File: config.mk
export PLATFORM = sky130hd
export DESIGN_NAME = format_spec_parser_top
export DESIGN_NICKNAME = d
export VERILOG_FILES = /design/src/rtl/fsp_pkg.sv /design/src/rtl/format_spec_parser_top.sv /design/src/rtl/fsp_queue.sv /design/src/rtl/fsp_front.sv /design/src/rtl/fsp_back.sv
export SDC_FILE = /design/constraint.sdc
export NUM_CORES = 1
export LEC_CHECK = 0
export ABC_AREA = 0
export ABC_CLOCK_PERIOD_IN_PS = 10300
export BUFFER_PORTS_ARGS = -buffer_cell sky130_fd_sc_hd__buf_2
export CORE_MARGIN = 2
export CORE_UTILIZATION = 55
export DETAILED_ROUTE_END_ITERATION = 6
export PLACE_DENSITY = 0.73
export REMOVE_ABC_BUFFERS = 1
export SLEW_MARGIN = 20
export SYNTH_ARGS = -nofsm -noshare
export SYNTH_HDL_FRONTEND = slang
export SYNTH_SLANG_ARGS = --single-unit
File: constraint.sdc
create_clock -name clk -period 10.3 [get_ports clk]
set_input_delay 0.515 -clock clk [delete_from_list [all_inputs] [get_ports clk]]
set_output_delay 0.515 -clock clk [all_outputs]
set_load 0.02 [all_outputs]
File: src/rtl/fsp_pkg.sv
`timescale 1ns / 1ps
package fsp_pkg;

	// characters that carry meaning in a conversion spec
	localparam logic [7:0] CH_MINUS = 8'h2D;
	localparam logic [7:0] CH_PLUS  = 8'h2B;
	localparam logic [7:0] CH_SPACE = 8'h20;
	localparam logic [7:0] CH_HASH  = 8'h23;
	localparam logic [7:0] CH_ZERO  = 8'h30;
	localparam logic [7:0] CH_NINE  = 8'h39;
	localparam logic [7:0] CH_DOT   = 8'h2E;
	localparam logic [7:0] CH_H     = 8'h68;
	localparam logic [7:0] CH_L     = 8'h6C;
	localparam logic [7:0] CH_D     = 8'h64;
	localparam logic [7:0] CH_I     = 8'h69;
	localparam logic [7:0] CH_O     = 8'h6F;
	localparam logic [7:0] CH_U     = 8'h75;
	localparam logic [7:0] CH_X_LO  = 8'h78;
	localparam logic [7:0] CH_X_UP  = 8'h58;
	localparam logic [7:0] CH_C     = 8'h63;
	localparam logic [7:0] CH_S     = 8'h73;
	localparam logic [7:0] CH_P     = 8'h70;

	// flag bit positions
	localparam logic [3:0] FLG_MINUS = 4'd0;
	localparam logic [3:0] FLG_PLUS  = 4'd1;
	localparam logic [3:0] FLG_SPACE = 4'd2;
	localparam logic [3:0] FLG_HASH  = 4'd3;
	localparam logic [3:0] FLG_ZERO  = 4'd4;

	// length codes
	localparam logic [1:0] LEN_NONE = 2'd0;
	localparam logic [1:0] LEN_H    = 2'd1;
	localparam logic [1:0] LEN_L    = 2'd2;

	// specifier codes
	localparam logic [3:0] SPC_D  = 4'd0;
	localparam logic [3:0] SPC_I  = 4'd1;
	localparam logic [3:0] SPC_O  = 4'd2;
	localparam logic [3:0] SPC_U  = 4'd3;
	localparam logic [3:0] SPC_XL = 4'd4;
	localparam logic [3:0] SPC_XU = 4'd5;
	localparam logic [3:0] SPC_C  = 4'd6;
	localparam logic [3:0] SPC_S  = 4'd7;
	localparam logic [3:0] SPC_P  = 4'd8;

	localparam int MID_DEPTH_DEF = 4;
	localparam int OUT_DEPTH_DEF = 2;

	typedef struct packed {
		logic [7:0] char_in;
		logic       start_req;
	} in_item_t;

	typedef struct packed {
		logic        flag_minus;
		logic        flag_plus;
		logic        flag_space;
		logic        flag_hash;
		logic        flag_zero;
		logic [15:0] field_width;
		logic [15:0] prec_value;
		logic        prec_given;
		logic [1:0]  length_code;
		logic [3:0]  spec_code;
		logic [7:0]  consumed;
		logic        bad_spec;
	} result_t;

	// byte classes as seen by the back end
	typedef enum logic [2:0] {
		K_FLAG,   // - + space #
		K_ZERO,   // '0': flag or digit depending on phase
		K_DIGIT,  // 1..9
		K_DOT,
		K_LEN,
		K_SPEC,
		K_OTHER
	} kind_t;

	typedef struct packed {
		kind_t      kind;
		logic [3:0] arg;    // flag index, digit value, length code or specifier code
		logic       start;
	} token_t;

endpackage

File: src/rtl/format_spec_parser_top.sv
`timescale 1ns / 1ps
// Path: front stage register, token queue, back end, result queue, result ports.
// Throughput: one byte per cycle unless a queue is full; the back end takes a token
// each cycle the result queue has room, pushing a result with the byte that ends it.
// Reset: arst_n is asynchronous, active low; it empties both queues and returns the
// parser to the flags phase with all fields cleared.
module format_spec_parser_top #(
	parameter int MID_DEPTH = fsp_pkg::MID_DEPTH_DEF,
	parameter int OUT_DEPTH = fsp_pkg::OUT_DEPTH_DEF
) (
	input  logic              clk,
	input  logic              arst_n,
	input  logic              push,
	input  fsp_pkg::in_item_t item,
	output logic              full,
	input  logic              pop,
	output fsp_pkg::result_t  result,
	output logic              empty
);

	localparam int TW = $bits(fsp_pkg::token_t);
	localparam int RW = $bits(fsp_pkg::result_t);

	logic             f_valid, mid_full, mid_empty, mid_pop;
	fsp_pkg::token_t  f_tok, b_tok;
	logic [TW-1:0]    mid_rdata;
	logic             res_full, res_push;
	fsp_pkg::result_t b_res;
	logic [RW-1:0]    out_rdata;

	fsp_front u_front (
		.clk       (clk),
		.arst_n    (arst_n),
		.push      (push),
		.item      (item),
		.full      (full),
		.tok_valid (f_valid),
		.tok       (f_tok),
		.tok_full  (mid_full)
	);

	fsp_queue #(
		.WIDTH (TW),
		.DEPTH (MID_DEPTH)
	) u_mid_q (
		.clk    (clk),
		.arst_n (arst_n),
		.push   (f_valid),
		.wdata  (f_tok),
		.full   (mid_full),
		.pop    (mid_pop),
		.rdata  (mid_rdata),
		.empty  (mid_empty)
	);

	assign b_tok = fsp_pkg::token_t'(mid_rdata);

	fsp_back u_back (
		.clk       (clk),
		.arst_n    (arst_n),
		.tok_empty (mid_empty),
		.tok       (b_tok),
		.tok_pop   (mid_pop),
		.res_full  (res_full),
		.res_push  (res_push),
		.res       (b_res)
	);

	fsp_queue #(
		.WIDTH (RW),
		.DEPTH (OUT_DEPTH)
	) u_out_q (
		.clk    (clk),
		.arst_n (arst_n),
		.push   (res_push),
		.wdata  (b_res),
		.full   (res_full),
		.pop    (pop),
		.rdata  (out_rdata),
		.empty  (empty)
	);

	assign result = fsp_pkg::result_t'(out_rdata);

endmodule

File: src/rtl/fsp_queue.sv
`timescale 1ns / 1ps
module fsp_queue #(
	parameter int WIDTH = 8,
	parameter int DEPTH = 2
) (
	input  logic             clk,
	input  logic             arst_n,
	input  logic             push,
	input  logic [WIDTH-1:0] wdata,
	output logic             full,
	input  logic             pop,
	output logic [WIDTH-1:0] rdata,
	output logic             empty
);

	localparam int AW = (DEPTH > 1) ? $clog2(DEPTH) : 1;
	localparam int CW = $clog2(DEPTH + 1);

	logic [WIDTH-1:0] mem_q [DEPTH];
	logic [AW-1:0]    wr_ptr_q, rd_ptr_q;
	logic [CW-1:0]    count_q;
	logic             do_push, do_pop;

	assign full    = (count_q == CW'(DEPTH));
	assign empty   = (count_q == '0);
	assign do_push = push && !full;
	assign do_pop  = pop && !empty;
	assign rdata   = mem_q[rd_ptr_q];

	always_ff @(posedge clk) begin
		if (do_push) begin
			mem_q[wr_ptr_q] <= wdata;
		end
	end

	always_ff @(posedge clk or negedge arst_n) begin
		if (!arst_n) begin
			wr_ptr_q <= '0;
			rd_ptr_q <= '0;
			count_q  <= '0;
		end else begin
			if (do_push) begin
				wr_ptr_q <= (wr_ptr_q == AW'(DEPTH - 1)) ? '0 : wr_ptr_q + 1'b1;
			end
			if (do_pop) begin
				rd_ptr_q <= (rd_ptr_q == AW'(DEPTH - 1)) ? '0 : rd_ptr_q + 1'b1;
			end
			case ({do_push, do_pop})
				2'b10:   count_q <= count_q + 1'b1;
				2'b01:   count_q <= count_q - 1'b1;
				default: count_q <= count_q;
			endcase
		end
	end

	a_no_overrun: assert property (@(posedge clk) disable iff (!arst_n)
		count_q <= CW'(DEPTH)) else $error("queue count beyond depth");
	a_count_step: assert property (@(posedge clk) disable iff (!arst_n)
		(do_push && !do_pop) |=> (count_q == $past(count_q) + 1'b1))
		else $error("queue count did not follow a write");

endmodule

File: src/rtl/fsp_front.sv
`timescale 1ns / 1ps
module fsp_front (
	input  logic              clk,
	input  logic              arst_n,
	input  logic              push,
	input  fsp_pkg::in_item_t item,
	output logic              full,
	output logic              tok_valid,
	output fsp_pkg::token_t   tok,
	input  logic              tok_full
);

	logic            valid_s1;
	fsp_pkg::token_t tok_s1;
	fsp_pkg::token_t cls;
	logic            take;

	always_comb begin
		cls.start = item.start_req;
		cls.kind  = fsp_pkg::K_OTHER;
		cls.arg   = '0;
		case (item.char_in)
			fsp_pkg::CH_MINUS: begin cls.kind = fsp_pkg::K_FLAG; cls.arg = fsp_pkg::FLG_MINUS; end
			fsp_pkg::CH_PLUS:  begin cls.kind = fsp_pkg::K_FLAG; cls.arg = fsp_pkg::FLG_PLUS;  end
			fsp_pkg::CH_SPACE: begin cls.kind = fsp_pkg::K_FLAG; cls.arg = fsp_pkg::FLG_SPACE; end
			fsp_pkg::CH_HASH:  begin cls.kind = fsp_pkg::K_FLAG; cls.arg = fsp_pkg::FLG_HASH;  end
			fsp_pkg::CH_ZERO:  begin cls.kind = fsp_pkg::K_ZERO; cls.arg = fsp_pkg::FLG_ZERO;  end
			fsp_pkg::CH_DOT:   cls.kind = fsp_pkg::K_DOT;
			fsp_pkg::CH_H:     begin cls.kind = fsp_pkg::K_LEN;  cls.arg = {2'b00, fsp_pkg::LEN_H}; end
			fsp_pkg::CH_L:     begin cls.kind = fsp_pkg::K_LEN;  cls.arg = {2'b00, fsp_pkg::LEN_L}; end
			fsp_pkg::CH_D:     begin cls.kind = fsp_pkg::K_SPEC; cls.arg = fsp_pkg::SPC_D;  end
			fsp_pkg::CH_I:     begin cls.kind = fsp_pkg::K_SPEC; cls.arg = fsp_pkg::SPC_I;  end
			fsp_pkg::CH_O:     begin cls.kind = fsp_pkg::K_SPEC; cls.arg = fsp_pkg::SPC_O;  end
			fsp_pkg::CH_U:     begin cls.kind = fsp_pkg::K_SPEC; cls.arg = fsp_pkg::SPC_U;  end
			fsp_pkg::CH_X_LO:  begin cls.kind = fsp_pkg::K_SPEC; cls.arg = fsp_pkg::SPC_XL; end
			fsp_pkg::CH_X_UP:  begin cls.kind = fsp_pkg::K_SPEC; cls.arg = fsp_pkg::SPC_XU; end
			fsp_pkg::CH_C:     begin cls.kind = fsp_pkg::K_SPEC; cls.arg = fsp_pkg::SPC_C;  end
			fsp_pkg::CH_S:     begin cls.kind = fsp_pkg::K_SPEC; cls.arg = fsp_pkg::SPC_S;  end
			fsp_pkg::CH_P:     begin cls.kind = fsp_pkg::K_SPEC; cls.arg = fsp_pkg::SPC_P;  end
			default: begin
				if (item.char_in > fsp_pkg::CH_ZERO && item.char_in <= fsp_pkg::CH_NINE) begin
					cls.kind = fsp_pkg::K_DIGIT;
					cls.arg  = item.char_in[3:0];
				end
			end
		endcase
	end

	// stage empties into the queue whenever the queue has room
	assign full      = valid_s1 && tok_full;
	assign take      = push && !full;
	assign tok_valid = valid_s1;
	assign tok       = tok_s1;

	always_ff @(posedge clk or negedge arst_n) begin
		if (!arst_n) begin
			valid_s1 <= 1'b0;
		end else if (take) begin
			valid_s1 <= 1'b1;
		end else if (!tok_full) begin
			valid_s1 <= 1'b0;
		end
	end

	always_ff @(posedge clk) begin
		if (take) begin
			tok_s1 <= cls;
		end
	end

	a_hold_stalled: assert property (@(posedge clk) disable iff (!arst_n)
		(valid_s1 && tok_full) |=> (valid_s1 && $stable(tok_s1)))
		else $error("stalled token lost or changed");

endmodule

File: src/rtl/fsp_back.sv
`timescale 1ns / 1ps
module fsp_back (
	input  logic             clk,
	input  logic             arst_n,
	input  logic             tok_empty,
	input  fsp_pkg::token_t  tok,
	output logic             tok_pop,
	input  logic             res_full,
	output logic             res_push,
	output fsp_pkg::result_t res
);

	typedef enum logic [1:0] {
		PH_FLAGS,
		PH_WIDTH,
		PH_PREC,
		PH_LEN
	} phase_t;

	phase_t      phase_q, phase_b, phase_d;
	logic [4:0]  flags_q, flags_b, flags_d;
	logic [15:0] width_q, width_b, width_d;
	logic [15:0] prec_q, prec_b, prec_d;
	logic        seen_q, seen_b, seen_d;
	logic [1:0]  len_q, len_b, len_d;
	logic [7:0]  count_q, count_b, count_d;
	logic        emit, bad;
	logic [3:0]  spec;
	logic [4:0]  flag_bit;

	function automatic logic [15:0] add_digit(input logic [15:0] acc, input logic [3:0] d);
		logic [19:0] v;
		v = ({4'b0, acc} << 3) + ({4'b0, acc} << 1) + 20'(d);
		return (v > 20'd65535) ? 16'hFFFF : v[15:0];
	endfunction

	assign tok_pop  = !tok_empty && !res_full;
	assign flag_bit = 5'(1) << tok.arg[2:0];

	always_comb begin
		// a start request clears the state ahead of this byte
		if (tok.start) begin
			phase_b = PH_FLAGS;
			flags_b = '0;
			width_b = '0;
			prec_b  = '0;
			seen_b  = 1'b0;
			len_b   = fsp_pkg::LEN_NONE;
			count_b = '0;
		end else begin
			phase_b = phase_q;
			flags_b = flags_q;
			width_b = width_q;
			prec_b  = prec_q;
			seen_b  = seen_q;
			len_b   = len_q;
			count_b = count_q;
		end
		phase_d = phase_b;
		flags_d = flags_b;
		width_d = width_b;
		prec_d  = prec_b;
		seen_d  = seen_b;
		len_d   = len_b;
		count_d = (count_b == 8'hFF) ? count_b : count_b + 1'b1;
		emit    = 1'b0;
		bad     = 1'b0;
		spec    = fsp_pkg::SPC_D;

		if (phase_b == PH_FLAGS &&
		    (tok.kind == fsp_pkg::K_FLAG || tok.kind == fsp_pkg::K_ZERO)) begin
			flags_d = flags_b | flag_bit;
		end else if ((tok.kind == fsp_pkg::K_DIGIT || tok.kind == fsp_pkg::K_ZERO) &&
		             (phase_b == PH_FLAGS || phase_b == PH_WIDTH)) begin
			width_d = add_digit(width_b, (tok.kind == fsp_pkg::K_ZERO) ? 4'd0 : tok.arg);
			phase_d = PH_WIDTH;
		end else if ((tok.kind == fsp_pkg::K_DIGIT || tok.kind == fsp_pkg::K_ZERO) &&
		             phase_b == PH_PREC) begin
			prec_d = add_digit(prec_b, (tok.kind == fsp_pkg::K_ZERO) ? 4'd0 : tok.arg);
		end else if (tok.kind == fsp_pkg::K_DOT &&
		             (phase_b == PH_FLAGS || phase_b == PH_WIDTH)) begin
			seen_d  = 1'b1;
			phase_d = PH_PREC;
		end else if (tok.kind == fsp_pkg::K_LEN && phase_b != PH_LEN) begin
			len_d   = tok.arg[1:0];
			phase_d = PH_LEN;
		end else if (tok.kind == fsp_pkg::K_SPEC) begin
			emit = 1'b1;
			spec = tok.arg;
		end else begin
			// rejected byte is not counted
			emit    = 1'b1;
			bad     = 1'b1;
			count_d = count_b;
		end

		res.flag_minus  = flags_d[0];
		res.flag_plus   = flags_d[1];
		res.flag_space  = flags_d[2];
		res.flag_hash   = flags_d[3];
		res.flag_zero   = flags_d[4];
		res.field_width = width_d;
		res.prec_value  = prec_d;
		res.prec_given  = seen_d;
		res.length_code = len_d;
		res.spec_code   = spec;
		res.consumed    = count_d;
		res.bad_spec    = bad;
	end

	assign res_push = tok_pop && emit;

	always_ff @(posedge clk or negedge arst_n) begin
		if (!arst_n) begin
			phase_q <= PH_FLAGS;
			flags_q <= '0;
			width_q <= '0;
			prec_q  <= '0;
			seen_q  <= 1'b0;
			len_q   <= fsp_pkg::LEN_NONE;
			count_q <= '0;
		end else if (tok_pop) begin
			if (emit) begin
				phase_q <= PH_FLAGS;
				flags_q <= '0;
				width_q <= '0;
				prec_q  <= '0;
				seen_q  <= 1'b0;
				len_q   <= fsp_pkg::LEN_NONE;
				count_q <= '0;
			end else begin
				phase_q <= phase_d;
				flags_q <= flags_d;
				width_q <= width_d;
				prec_q  <= prec_d;
				seen_q  <= seen_d;
				len_q   <= len_d;
				count_q <= count_d;
			end
		end
	end

	a_clear_after_result: assert property (@(posedge clk) disable iff (!arst_n)
		res_push |=> (count_q == '0 && phase_q == PH_FLAGS && flags_q == '0))
		else $error("state not cleared after a result");
	a_width_only_in_width_phase: assert property (@(posedge clk) disable iff (!arst_n)
		(phase_q == PH_FLAGS) |-> (width_q == '0 && !seen_q && len_q == fsp_pkg::LEN_NONE))
		else $error("flags phase with parsed width, dot or length");

endmodule
# After elaboration in Yosys (flattened, before gate mapping)
# Memory sizes are Yosys's and may differ from the RTL's.
# Index checks and enable logic that the tools add are counted.
dict set report op_classes {
  n_addsub 13
  magnitude_cmp 4
  n_eq_ne 35
  shift 1
  n_mux 76
  bitwise 1
  reduce_logical 36
}
# operator count
set op_table {}
lappend op_table {{$mux W16} 11}
lappend op_table {{$eq A8 B7 Y1 const B} 11}
lappend op_table {{$mux W8} 9}
lappend op_table {{$eq A8 B6 Y1 const B} 6}
lappend op_table {{$add A19 B17 Y20} 2}
lappend op_table {{$add A20 B4 Y20} 2}
lappend op_table {{$gt A20 B16 Y1 const B} 2}
lappend op_table {{$pmux W4 S9} 1}
lappend op_table {{$mux W2} 16}
lappend op_table {{$mux W4} 7}
lappend op_table {{$mux W1} 25}
lappend op_table {{$mux W5} 3}
lappend op_table {{$pmux W3 S5} 1}
lappend op_table {{$logic_and A1 B1 Y1} 14}
lappend op_table {{$eq A2 B2 Y1 const B} 6}
lappend op_table {{$eq A3 B3 Y1 const B} 3}
lappend op_table {{$reduce_or A3 Y1} 3}
lappend op_table {{$reduce_or A9 Y1} 1}
lappend op_table {{$add A8 B1 Y8 const B} 1}
lappend op_table {{$eq A8 B8 Y1 const B} 1}
lappend op_table {{$gt A8 B6 Y1 const B} 1}
lappend op_table {{$le A8 B6 Y1 const B} 1}
lappend op_table {{$mux W7} 1}
lappend op_table {{$add A2 B1 Y2 const B} 3}
lappend op_table {{other kinds (19)} 35}
dict set report totals {
  reg_bits 70
  ram_bits 138
  input_bits 13
  output_inout_bits 55
  memories 2
}
# name depth width read_ports rd_clocked_by_memory_dff write_ports line
set mem_list {}
lappend mem_list {u_out_q.mem_q 2 53 1 0 1 fsp_queue.sv:19} ;# logic [WIDTH-1:0] mem_q [DEPTH];
lappend mem_list {u_mid_q.mem_q 4 8 1 0 1 fsp_queue.sv:19}

# Longest topological paths before layout
# An unclocked memory read counts as a cell.
dict set report depth {
  word_depth 13
  mapped_depth 18
  ltp_nobuf 14
}

# By module
# From an unflattened synthesis, not the netlist that was laid out.
dict set report hier_totals {
  hier_cells 995
  hier_area_um2 11826.3
}
# mod instances cells_each area_each_um2
set by_module_without_submodules {}
lappend by_module_without_submodules {fsp_back 1 642 5208.7}
lappend by_module_without_submodules {{fsp_queue (u_out_q)} 1 183 4271.6}
lappend by_module_without_submodules {{fsp_queue (u_mid_q)} 1 82 1609.0}
lappend by_module_without_submodules {fsp_front 1 88 737.0}

# Worst setup path after synthesis
# Ideal clock, no wire load.
dict set report synth_timing {
  path_kind {register -> register}
  start {reg u_mid_q.rd_ptr_q[0]}
  end {mem u_out_q.mem_q[0][20] (netlist bit) (data pin)}
  setup_time_ns 0.269
  t_arrival_ns 4.811
  slack_ns 5.219
  path_stages_with_launch 18
  path_cell_list {dfrtp_1 -> buf_6 -> mux4_2 -> clkbuf_1 -> nor2_1 -> nand2_1 -> and2_1 -> ha_1 -> ha_1 -> fa_1 -> a21o_1 -> a221oi_1 -> nor4_1 -> and3_1 -> or4_1 -> clkbuf_1 -> nor4_1 -> nor2_1}
}
# item line
set synth_rtl {}
lappend synth_rtl {{from (decl)} fsp_queue.sv:20} ;# logic [AW-1:0] wr_ptr_q, rd_ptr_q;
lappend synth_rtl {{from (signal assigned)} fsp_queue.sv:46} ;# rd_ptr_q <= (rd_ptr_q == AW'(DEPTH - 1)) ? '0 : rd_ptr_q + 1'b1;
lappend synth_rtl {{to (decl)} fsp_queue.sv:19}

==> summary by stage <==
Routing
The average vias per placed instance is 6.12. The via count is 8532. The pre-antenna-repair detailed-routing pass consisted of 6 iterations. In this run the remaining antenna-violating nets after routing total 0. The per-cell routed wire length is roughly 19 um. The first routing iteration left 597 violations. The routed design has between 20000 and 30000 um of wire. The total DRC errors in the routed layout is 0.

Power
The completed layout was analyzed and its total power is approximately 0.0040 W. The cell-internal power is approximately 0.0024 W. IR analysis of the VDD net gives a maximum drop of around 0.24 mV. Of the total power, combinational logic draws around 44%. In this run switching power makes up slightly above 40% of total power. Summed over all nets, the switching power comes to between 0.0015 and 0.002 W. The leakage power summed over all cells is 5.64 nW. The share of total power dissipated in sequential elements is between 30% and 40%. For this design the ratio of total power to cell area is between 300 and 400 nW/um^2. The portion of total power attributed to the clock network is between 20% and 30%.

Global route
The initial antenna violation count is 0. The all-layer global routing usage is between 20% and 30%. Global routing consumed, on the met3 layer, under 10% of the routing resources. The via count of the first global-routing pass is ~8300. The most used routing layer in global routing is met2.

For this run the aggregate overflow at the end of global routing stands at 0. The first-pass GRT wire length is 42400 um. Entering global routing, the biggest net connects 70 pins. Global routing used about two fifths of the available met2 tracks. For met1 alone, demand over resource in global routing was between 30% and 40%.

STA
Setup repair after global routing left no endpoint under its margin. The worst path uses a little under three fifths of the clock period. For the final database, setup skew stands at between 0.01 and 0.015 ns. At the pin with the least slew margin, the transition time is roughly 0.91 ns.

For the final routed database, the setup TNS stands at 0 ns. The count of pins over their slew limit is 0. The highest clock frequency the design can meet is about 170 MHz. The count of endpoints failing hold in the final timing report is 0. The final critical-path required period is 5.93 ns.

The relative slew slack is slightly below 40%. The number of failing setup endpoints in the final timing report is 0.

Setup path
STA puts the critical path data arrival time at between 6 and 7 ns. The logic depth of the worst register-to-register path is 14. The critical path startpoint category is a flip-flop. In this run the critical register-to-register path is launched from u_mid_q.rd_ptr_q[0].

The critical path starts at u_mid_q.rd_ptr_q[0]. The endpoint of the lowest-slack register-to-register path is u_out_q.mem_q[0][21]. At the worst endpoint, the required time is around 11 ns. The setup slack on the worst flop-to-flop path is between 4 and 5 ns. The worst setup path is captured at a flip-flop. The worst-path maximum fanout is 17.

The setup path with the least slack is of type flip-flop to flip-flop.

Clock tree
The library cell used as clock root buffer is sky130_fd_sc_hd__clkbuf_16. Counting the buffers created by CTS gives 23. The number of buffers added for setup after CTS is 0. CTS saw ~210 sinks. CTS built an H-tree with a depth of 1.

The clock-pin slew reported for the worst setup and hold paths after clock tree synthesis is 0.06 ns. The count of hold buffers inserted by post-cts repair is 0. The clock tree buffer depth is 3. The quantity of gates resized following cts is 0. TritonCTS built the clock tree. The clock reaches the later pin of the worst-skew pair after ~0.51 ns.

Logic synthesis
During synthesis, Yosys emitted a total of 0 warnings. In this run, synthesis inferred about 150 flip-flops with an integrated enable. The synthesized design contains between 200 and 250 register bits. After synthesis, the mean cell area works out to between 10 and 15 um^2. The post-synthesis sequential area ratio is 49.9%. In this run, distinct cell masters in the synthesized netlist total 74. In this run the cell area of the synthesized design comes to ~12000 um^2.

The number of standard cells after synthesis is 1055. The share of synthesized flip-flops with an asynchronous set or reset is about 30%. For this run, the leading register cell type out of synthesis is sky130_fd_sc_hd__edfxtp_1.

Placed design
During placement, the flow inserted port buffers numbering 67. The placer's final routability congestion estimate is between 0.8 and 0.9. The placed wire-length estimate is 17800 um.

Worst hold path
The endpoint of the worst hold-timing path is u_front.tok[0]. The critical hold path startpoint is item[0]. The number of cells on the worst hold path is 1. The kind of path behind the tightest hold check is input port to flip-flop.

Die
The initial core utilization is 56.2%. The height of the die is around 150 um. The count of boundary I/O pins is 68.

The floorplan die width is roughly 150 um. The core region is between 20000 and 25000 um^2. The die covers approximately 23000 um^2. The floorplan has 53 rows.

Final layout
The share of post-route cells with drive strength above 1 is between 15 and 20%. The area added between synthesis and finish is 11.2%. The layout filler cell count is 1674.

In the final layout, flip-flops and latches occupy just under 6000 um^2. In the final layout, the multi-input gates occupy 5650 um^2. 0 antenna diodes ended up in the layout. The number of nets in the final layout is approximately 1200.

Run status
The flow ran to the end, and the final reports show no timing, DRC or antenna violations.

Run
Across the run, the number of max-cap violations was 0.
==> flip-flops by register name, summed over array words and instances, names as in the netlist, 3 cells and up <==
signal and cells:
u_back.count_q 8, u_back.flags_q 5, u_back.prec_q 16, u_back.width_q 16, u_front.tok 8, u_mid_q.count_q 3
u_mid_q.mem_q 32, u_out_q.mem_q 106
==> critical path: stages, from the launching register on <==
cell	delay (ns)
sky130_fd_sc_hd__dfrtp_1	0.72
sky130_fd_sc_hd__mux4_2	0.77
sky130_fd_sc_hd__nor2_1	0.24
sky130_fd_sc_hd__nand2_1	0.14
sky130_fd_sc_hd__and2_1	0.20
sky130_fd_sc_hd__ha_1	0.28
sky130_fd_sc_hd__ha_1	0.24
sky130_fd_sc_hd__fa_1	0.42
sky130_fd_sc_hd__a21o_1	0.19
sky130_fd_sc_hd__a221oi_1	0.57
sky130_fd_sc_hd__nor4_1	0.15
sky130_fd_sc_hd__and3_1	0.21
sky130_fd_sc_hd__or4_1	0.78
sky130_fd_sc_hd__nor3_2	0.52
sky130_fd_sc_hd__a21boi_0	0.21
==> kinds of logic (layout without fill, tap and decap cells) <==
logic type / after synthesis / count (layout) / synth area share (%)
AO/OA/AOI/OAI: 210 / 210 / 12.8
XOR/XNOR: 38 / 38 / 2.80
adder cells (fa/ha/maj): 75 / 75 / 8.20
buffers and inverters: 86 / 151 / 2.97
flip-flops: 208 / 208 / 49.9
multiplexers: 69 / 69 / 7.21
AND/OR/NAND/NOR: 369 / 369 / 16.1
==> metrics by stage <==
stage,setup WS (ns),cells,util (%),hold slack (ns),instance area (um^2)
2_1_floorplan,3.32,999,-,0.219,11700
3_3_place_gp,4.56,1354,58.9,0.446,12500
5_1_grt,4.00,1395,62.6,0.197,13200
3_5_place_dp,4.45,1354,58.9,0.458,12500
6_report,4.37,1395,62.6,0.194,13200
4_1_cts,4.43,1395,62.5,0.179,13200
==> synthesized netlist by cell type, types with 10 or more instances <==
cell,count,area (um^2)
sky130_fd_sc_hd__nor2b_1,13,81.3
sky130_fd_sc_hd__dfrtp_1,62,1550
sky130_fd_sc_hd__ha_1,70,876
sky130_fd_sc_hd__a21oi_1,33,165
sky130_fd_sc_hd__o41ai_1,13,114
sky130_fd_sc_hd__a22o_1,12,105
sky130_fd_sc_hd__nor3_1,14,70.1
sky130_fd_sc_hd__a21o_1,18,135
sky130_fd_sc_hd__edfxtp_1,146,4380
sky130_fd_sc_hd__nand4_1,12,75.1
sky130_fd_sc_hd__inv_1,30,113
sky130_fd_sc_hd__nand2_1,91,342
sky130_fd_sc_hd__xor2_1,15,131
sky130_fd_sc_hd__nand3_1,23,115
sky130_fd_sc_hd__xnor2_1,23,201
sky130_fd_sc_hd__nand2b_1,15,93.8
sky130_fd_sc_hd__nor2_1,75,282
sky130_fd_sc_hd__clkbuf_1,44,165
sky130_fd_sc_hd__o21ai_0,36,180
sky130_fd_sc_hd__mux2_2,54,608
sky130_fd_sc_hd__or4_1,12,90.1
sky130_fd_sc_hd__and3_1,18,113
sky130_fd_sc_hd__o31ai_1,10,75.1
sky130_fd_sc_hd__and2_1,47,294
sky130_fd_sc_hd__nor4_1,23,144
sky130_fd_sc_hd__a32o_1,11,110
==> how the worst max path moves through the flow <==
stage	slack (ns)	to	depth (start not counted)
final	4.37	u_out_q.mem_q[0][21]	14
after global routing	4.00	u_out_q.mem_q[1][21]	14
after CTS	4.43	u_out_q.mem_q[0][21]	14
after detailed placement	4.45	u_out_q.mem_q[0][21]	14
after global placement	4.56	u_out_q.mem_q[0][21]	14
after floorplan	3.32	u_out_q.mem_q[1][0]	3
==> power by group through the flow <==
stage | clock network (W) | registers [W] | logic (W)
after floorplan | 0 | 0.00143 | 0.00117
after global placement | 0 | 0.00144 | 0.00172
after detailed placement | 0 | 0.00145 | 0.00174
after CTS | 0.000829 | 0.00144 | 0.00175
after global routing | 0.000869 | 0.00147 | 0.00191
final | 0.000814 | 0.00143 | 0.00174
==> area by class of cell <==
type                       count  area share (%)
timing repair buffer          80            3.27
multi-input combinational    761            42.7
clock buffer                  27            4.54
inverter                      30           0.851
sequential                   208            44.9
clock inverter                14            1.18
tap                          275            2.60
==> placed cells by master (no fill, tap or decap), drive strengths merged, types with 23 or more instances in the layout <==
master  count
and2       47
dfrtp      62
o21ai      37
a21oi      33
nor4       24
ha         70
inv        32
nor2       75
xnor2      23
edfxtp    146
nand3      23
clkbuf     27
mux2       54
nand2      91
buf        80
==> metal layers <==
metal	vias up	share of wire (%)
met3	46	5.4
li1	4103	-
met5	-	0
met2	256	47
met4	0	2.5
met1	4127	45
(Power assumes the default switching activity.)
